### config.mk
export PLATFORM = sky130hd
export DESIGN_NAME = relay_time_of_day_scheduler_core
export DESIGN_NICKNAME = d
export VERILOG_FILES = /design/src/rtl/core/rtods_pkg.sv /design/src/rtl/core/rtods_rem.sv /design/src/rtl/core/relay_time_of_day_scheduler_core.sv
export SDC_FILE = /design/constraint.sdc
export NUM_CORES = 1
export LEC_CHECK = 0
export BUFFER_PORTS_ARGS = -buffer_cell sky130_fd_sc_hd__buf_4
export CORE_MARGIN = 3
export CORE_UTILIZATION = 65
export CTS_CLUSTER_SIZE = 8
export DETAILED_ROUTE_END_ITERATION = 7
export PLACE_DENSITY = 0.83
export REMOVE_ABC_BUFFERS = 1
export SLEW_MARGIN = 25
export SYNTH_ARGS = -nofsm -noshare
export SYNTH_HDL_FRONTEND = slang
export SYNTH_HIERARCHICAL = 1
export SYNTH_SLANG_ARGS = --single-unit
### constraint.sdc
create_clock -name clk_i -period 7.8 [get_ports clk_i]
set_input_delay 1.56 -clock clk_i [delete_from_list [all_inputs] [get_ports clk_i]]
set_output_delay 1.56 -clock clk_i [all_outputs]
set_load 0.02 [all_outputs]
### src/rtl/core/rtods_pkg.sv
package rtods_pkg;

  localparam int unsigned RelayCountDef = 4;
  localparam int unsigned RelayIdxW     = 2;
  localparam int unsigned CfgIdxW       = 8;
  localparam int unsigned PlanW         = 46;
  localparam int unsigned EdgeW         = 11;
  localparam int unsigned MinW          = 11;
  localparam int unsigned PerW          = 12;
  localparam int unsigned YearW         = 8;

  localparam logic [YearW-1:0] ValidYear  = 8'd124;
  localparam logic [1:0]       ModeNone   = 2'd0;
  localparam logic [1:0]       ModeWindow = 2'd1;
  localparam logic [1:0]       ModeCycle  = 2'd2;

  typedef enum logic [1:0] {
    ActLeave = 2'd0,
    ActOff   = 2'd1,
    ActOn    = 2'd2
  } act_e;

  typedef enum logic [1:0] {
    StIdle,
    StEval,
    StDiv,
    StEmit
  } state_e;

  typedef struct packed {
    logic [YearW-1:0] year_since_1900;
    logic [4:0]       hour_of_day;
    logic [5:0]       minute_of_hour;
  } in_t;

  typedef struct packed {
    logic [RelayIdxW-1:0] relay_index;
    logic                 claimed;
    act_e                 action;
    logic                 last_relay;
  } out_t;

  typedef struct packed {
    logic            start;
    logic [MinW-1:0] dividend;
    logic [PerW-1:0] divisor;
  } rem_req_t;

  typedef struct packed {
    logic            busy;
    logic            done;
    logic [PerW-1:0] remainder;
  } rem_rsp_t;

endpackage

### src/rtl/core/rtods_rem.sv
module rtods_rem
  import rtods_pkg::*;
(
  input  logic     clk_i,
  input  logic     rst_ni,
  input  rem_req_t req_i,
  output rem_rsp_t rsp_o
);

  localparam int unsigned CntW = $clog2(MinW + 1);

  logic            busy_q, busy_d;
  logic            done_q, done_d;
  logic [CntW-1:0] cnt_q, cnt_d;
  logic [PerW-1:0] rem_q, rem_d;
  logic [MinW-1:0] dvd_q, dvd_d;
  logic [PerW-1:0] dvs_q, dvs_d;
  logic [PerW:0]   shifted;
  logic [PerW:0]   diff;

  // One restoring step per cycle, most significant dividend bit first.
  always_comb begin
    shifted = {rem_q, dvd_q[MinW-1]};
    diff    = shifted - {1'b0, dvs_q};
    busy_d  = busy_q;
    done_d  = 1'b0;
    cnt_d   = cnt_q;
    rem_d   = rem_q;
    dvd_d   = dvd_q;
    dvs_d   = dvs_q;
    if (req_i.start) begin
      busy_d = 1'b1;
      cnt_d  = CntW'(MinW);
      rem_d  = '0;
      dvd_d  = req_i.dividend;
      dvs_d  = req_i.divisor;
    end else if (busy_q) begin
      if (shifted >= {1'b0, dvs_q}) begin
        rem_d = diff[PerW-1:0];
      end else begin
        rem_d = shifted[PerW-1:0];
      end
      dvd_d = {dvd_q[MinW-2:0], 1'b0};
      cnt_d = cnt_q - CntW'(1);
      if (cnt_q == CntW'(1)) begin
        busy_d = 1'b0;
        done_d = 1'b1;
      end
    end
  end

  always_ff @(posedge clk_i or negedge rst_ni) begin
    if (!rst_ni) begin
      busy_q <= 1'b0;
      done_q <= 1'b0;
      cnt_q  <= '0;
      rem_q  <= '0;
      dvd_q  <= '0;
      dvs_q  <= '0;
    end else begin
      busy_q <= busy_d;
      done_q <= done_d;
      cnt_q  <= cnt_d;
      rem_q  <= rem_d;
      dvd_q  <= dvd_d;
      dvs_q  <= dvs_d;
    end
  end

  assign rsp_o.busy      = busy_q;
  assign rsp_o.done      = done_q;
  assign rsp_o.remainder = rem_q;

  a_start_idle : assert property (@(posedge clk_i) disable iff (!rst_ni)
    req_i.start |-> !busy_q)
    else $error("Remainder unit started while busy.");

  a_done_after_busy : assert property (@(posedge clk_i) disable iff (!rst_ni)
    done_q |-> $past(busy_q) && !busy_q)
    else $error("Remainder done without a preceding run.");

  a_rem_below_divisor : assert property (@(posedge clk_i) disable iff (!rst_ni)
    (done_q && dvs_q != '0) |-> rem_q < dvs_q)
    else $error("Remainder not below divisor.");

endmodule

### src/rtl/core/relay_time_of_day_scheduler_core.sv
// Relay time-of-day scheduler.
// The input channel (in_valid_i, in_stall_o, in_data_i) takes one clock tick
// transaction: year, hour and minute. For each tick the block returns one
// result transaction per relay on the output channel (out_valid_o,
// out_stall_i, out_data_o), relay 0 first, with last_relay set on the final one.
// The configuration channel writes the plan word of relay cfg_index_i; it is
// always ready, and writes to an index at or above RelayCount are dropped.
// A relay in cycle mode with a valid year and a nonzero period computes the
// minute of day modulo its period on a shared bit-serial remainder unit, one
// quotient bit per cycle, before its result is emitted; any other relay goes
// from evaluation straight to its result. in_stall_o is high from the accept
// until the last result transaction completes. When the receiver stalls, the
// pending result holds on out_data_o and the block waits. Reset clears all
// plan words to zero (no schedule) and returns the block to idle with no
// result pending.
module relay_time_of_day_scheduler_core
  import rtods_pkg::*;
#(
  parameter int unsigned RelayCount = RelayCountDef
) (
  input  logic               clk_i,
  input  logic               rst_ni,
  input  logic               in_valid_i,
  output logic               in_stall_o,
  input  in_t                in_data_i,
  output logic               out_valid_o,
  input  logic               out_stall_i,
  output out_t               out_data_o,
  input  logic               cfg_valid_i,
  output logic               cfg_ready_o,
  input  logic [CfgIdxW-1:0] cfg_index_i,
  input  logic [PlanW-1:0]   cfg_data_i
);

  localparam int unsigned IdxW = (RelayCount > 1) ? $clog2(RelayCount) : 1;

  state_e          state_q, state_d;
  logic [IdxW-1:0] idx_q, idx_d;
  out_t            out_q, out_d;
  logic [MinW-1:0] mod_q, mod_d;
  logic            ok_q, ok_d;
  logic [PlanW-1:0] plan_q [RelayCount];

  logic [PlanW-1:0] plan;
  logic [1:0]       mode;
  logic [EdgeW-1:0] on_min, off_min, cyc_on, cyc_off;
  logic [PerW-1:0]  period;
  logic [MinW-1:0]  hour_ext;
  logic             last;
  logic             lit;
  act_e             direct_act;
  rem_req_t         rem_req;
  rem_rsp_t         rem_rsp;

  assign cfg_ready_o = 1'b1;

  always_ff @(posedge clk_i or negedge rst_ni) begin
    if (!rst_ni) begin
      for (int i = 0; i < RelayCount; i++) begin
        plan_q[i] <= '0;
      end
    end else if (cfg_valid_i && cfg_index_i < CfgIdxW'(RelayCount)) begin
      plan_q[cfg_index_i[IdxW-1:0]] <= cfg_data_i;
    end
  end

  assign plan    = plan_q[idx_q];
  assign mode    = plan[1:0];
  assign on_min  = plan[12:2];
  assign off_min = plan[23:13];
  assign cyc_on  = plan[34:24];
  assign cyc_off = plan[45:35];
  assign period  = PerW'(cyc_on) + PerW'(cyc_off);
  assign last    = (idx_q == IdxW'(RelayCount - 1));

  assign hour_ext = MinW'(in_data_i.hour_of_day);

  always_comb begin
    if (on_min < off_min) begin
      lit = (mod_q >= on_min) && (mod_q < off_min);
    end else begin
      lit = (mod_q >= on_min) || (mod_q < off_min);
    end
    direct_act = ActLeave;
    if (ok_q && mode == ModeWindow && on_min != off_min) begin
      direct_act = lit ? ActOn : ActOff;
    end
  end

  always_comb begin
    state_d          = state_q;
    idx_d            = idx_q;
    out_d            = out_q;
    mod_d            = mod_q;
    ok_d             = ok_q;
    rem_req.start    = 1'b0;
    rem_req.dividend = mod_q;
    rem_req.divisor  = period;
    case (state_q)
      StIdle: begin
        if (in_valid_i) begin
          mod_d   = (hour_ext << 6) - (hour_ext << 2) + MinW'(in_data_i.minute_of_hour);
          ok_d    = (in_data_i.year_since_1900 >= ValidYear);
          idx_d   = '0;
          state_d = StEval;
        end
      end
      StEval: begin
        out_d.relay_index = RelayIdxW'(idx_q);
        out_d.claimed     = (mode != ModeNone);
        out_d.last_relay  = last;
        out_d.action      = direct_act;
        if (ok_q && mode == ModeCycle && period != '0) begin
          rem_req.start = 1'b1;
          state_d       = StDiv;
        end else begin
          state_d = StEmit;
        end
      end
      StDiv: begin
        if (rem_rsp.done) begin
          out_d.action = (rem_rsp.remainder < PerW'(cyc_on)) ? ActOn : ActOff;
          state_d      = StEmit;
        end
      end
      StEmit: begin
        if (!out_stall_i) begin
          if (last) begin
            state_d = StIdle;
          end else begin
            idx_d   = idx_q + IdxW'(1);
            state_d = StEval;
          end
        end
      end
      default: begin
        state_d = StIdle;
      end
    endcase
  end

  always_ff @(posedge clk_i or negedge rst_ni) begin
    if (!rst_ni) begin
      state_q <= StIdle;
      idx_q   <= '0;
      out_q   <= '0;
      mod_q   <= '0;
      ok_q    <= 1'b0;
    end else begin
      state_q <= state_d;
      idx_q   <= idx_d;
      out_q   <= out_d;
      mod_q   <= mod_d;
      ok_q    <= ok_d;
    end
  end

  rtods_rem u_rem (
    .clk_i  (clk_i),
    .rst_ni (rst_ni),
    .req_i  (rem_req),
    .rsp_o  (rem_rsp)
  );

  assign in_stall_o  = (state_q != StIdle);
  assign out_valid_o = (state_q == StEmit);
  assign out_data_o  = out_q;

  a_last_ends_tick : assert property (@(posedge clk_i) disable iff (!rst_ni)
    (out_valid_o && !out_stall_i && out_data_o.last_relay) |=> state_q == StIdle)
    else $error("Block did not return to idle after the last result.");

  a_index_in_range : assert property (@(posedge clk_i) disable iff (!rst_ni)
    out_valid_o |-> out_data_o.relay_index <= RelayIdxW'(RelayCount - 1))
    else $error("Result relay index out of range.");

  a_div_only_when_valid : assert property (@(posedge clk_i) disable iff (!rst_ni)
    rem_req.start |-> ok_q && mode == ModeCycle && period != '0)
    else $error("Remainder unit started for a relay that needs none.");

endmodule

==> out/metrics.yaml <==
outcome:
  status: "finished clean"
critical_path:
  cp.arrival_ns: 5.92
  critPathMaxStageDelay_ns: 1.08
  crit_type: "register to register"
  path_cells: "mux2_2 -> nor2_1 -> a21oi_1 -> ha_1 -> fa_1 -> a211o_1 -> o21ai_1 -> xnor2_1 -> nor4_1 -> or4b_1 -> or4_1 -> and4_2 -> nand2b_1 -> or3_1 -> o311ai_1"
  r2r-end: "u_rem/rem_q[0]"
  timing.rr.start: "idx_q[1]"
  ff2ff_setup_slack_ns: 2.28
  worst_setup_path_start_kind: "register"
  crit_fanout: 38
  critPathSlowestCell: "dfrtp_2"
  endpoint: "u_rem/rem_q[0]"
  ff2ff_path_depth: 15
  cp_data_required_time_ns: 8.21
  critPathLaunch: "idx_q[1]"
  cp-end-kind: "register"
floorplan:
  die_area_um2: 22200
  die_h_um: 149
  start_util_pct: 67.2
  fp.dieW_um: 149
  io_pins: 87
  num_rows: 51
  core_area_um2: 19800
pwr:
  combPwrFrac_pct: 31.8
  p_total_mw: 4.40
  p_leak_nw: 7.15
  power_density_nw_per_um2: 292
  netSwitchingFraction_pct: 34.1
  p_clk_share_pct: 30.9
  ir_worst_vdd_v: 0.000174
  intPower_mw: 2.90
  seqPwrFrac_pct: 37.3
  p_switching_mw: 1.50
sta:
  fmax_ghz: 0.181
  final-hold-violation-count: 0
  slew_headroom_pct: 27.3
  finalSetupViolations: 0
  fin_setup_tns_ns: 0
  period_minus_slack_ns: 5.52
  drv_slew: 0
  clock_skew_ns: 0.0196
  period_share_pct: 70.7
  layout_setup_ws_ns: 2.28
  tightest_slew_ns: 1.09
  rsz0062_at_grt: "false"
global_route:
  grt_max_degree: 170
  grt_pass1_wl_mm: 48.5
  grt_use_met1_pct: 38.3
  busiest_layer: "met2"
  antenna_found_initial: 0
  gr-usage-met3_pct: 5.23
  grt_use_met2_pct: 45.2
  grt_overflow_total: 0
  grt_pass1_vias: 9348
  track_usage_pct: 27.5
run:
  maxCapViolations: 0
routing:
  drt_iter0_drc: 397
  vias: 8930
  drt_wl_total_mm: 29.8
  ant_nets: 0
  avgRoutedWirePerCell_um: 21.1
  drc: 0
  drt-pass1-iter-count: 5
  avgViaCountPerCell: 6.33
layout:
  final_cell_mix: "245 x dfrtp_1, 189 x mux2_2, 89 x buf_4, 77 x ha_1, 66 x inv_1"
  final_common_cell: "dfrtp_1"
  n_antenna_cell: 0
  nets: 1299
  layout-drive-gt1-share_pct: 35.0
  area_growth_pct: 13.6
  fin_cells: 1411
  fin_area_um2: 15100
placement:
  dp_slack_ns: 2.18
  dpl_cell_area_um2: 14100
  place_congestion: 0.841
  dp.cells: 1368
  dpl.hpwl_mm: 19.0
  io_buffers: 83
clock_tree:
  htree_levels: 2
  post_cts_buffers: 0
  clk_path_buf_depth: 3
  cts_root_buf: "clkbuf_16"
  hold_buffers: 0
  numCtsBuffers: 36
  insertion_delay_ns: 0.52
  cts_tree: "yes"
  clock-sinks: 247
  cts_resized: 0
  clk_pin_slew_ns: 0.05
synthesis:
  synth_area_per_cell_um2: 12.5
  synth_cells: 1063
  syn_area_um2: 13300
  synth_warnings: 6
hold_path:
  hold_path.class: "register to register"
[flip-flops by register name, indices dropped and copies added (netlist names)]
register and count:
u_rem/done_q 1, u_rem/dvs_q 12, u_rem/cnt_q 4, mod_q 11, out_data_o 6, state_q 2, ok_q 1, u_rem/busy_q 1
plan_q 184, idx_q 2, u_rem/dvd_q 11, u_rem/rem_q 12
[worst min-delay path by stage]
stage | start | end | depth (start not counted)
after floorplan | plan_q[59] | plan_q[59] | 1
after global placement | plan_q[81] | plan_q[81] | 1
after detailed placement | plan_q[60] | plan_q[60] | 1
after CTS | plan_q[81] | plan_q[81] | 1
after global routing | plan_q[41] | plan_q[41] | 1
final | plan_q[6] | plan_q[6] | 1
[final cells by class]
type                            count  area [µm²]
Clock buffer                       39         912
Sequential cell                   247        6190
Clock inverter                      3        45.0
Inverter                           66         248
Tap cell                          265         332
Timing Repair Buffer               92         723
Multi-Input combinational cell    699        6650
Fill cell                        1238        4690
[per-stage QoR]
| stage | utilization (%) | hold slack, ns |
|---|---|---|
| 2_1_floorplan | - | 0.453 |
| 3_3_place_gp | 71.4 | 0.469 |
| 3_5_place_dp | 71.4 | 0.480 |
| 4_1_cts | 76.2 | 0.499 |
| 5_1_grt | 76.3 | 0.506 |
| 6_report | 76.3 | 0.495 |
[layer usage]
metal / vias up / routed length, µm
li1: 4040 / -
met1: 4578 / 13000
met4: 0 / 595
met2: 250 / 14700
met5: - / 0
met3: 62 / 1560
[critical path: cells and delay by family (launching register included)]
kind	cells	cell delay, ns
xor gates and xnor gates	1	0.11
adders and majority gates	2	0.69
DFF	1	1.08
and+or+nand+nor	7	2.48
AOI/OAI and AO/OA	4	0.60
muxes	1	0.44
[power groups by stage]
stage | registers, mW | logic [mW] | clock network [mW]
global placement | 1.68 | 1.28 | 0
CTS | 1.67 | 1.36 | 1.38
detailed placement | 1.69 | 1.33 | 0
finish | 1.64 | 1.40 | 1.36
global route | 1.66 | 1.55 | 1.45
floorplan | 1.62 | 0.999 | 0
Note: power is estimated with default switching activity, not from simulation.
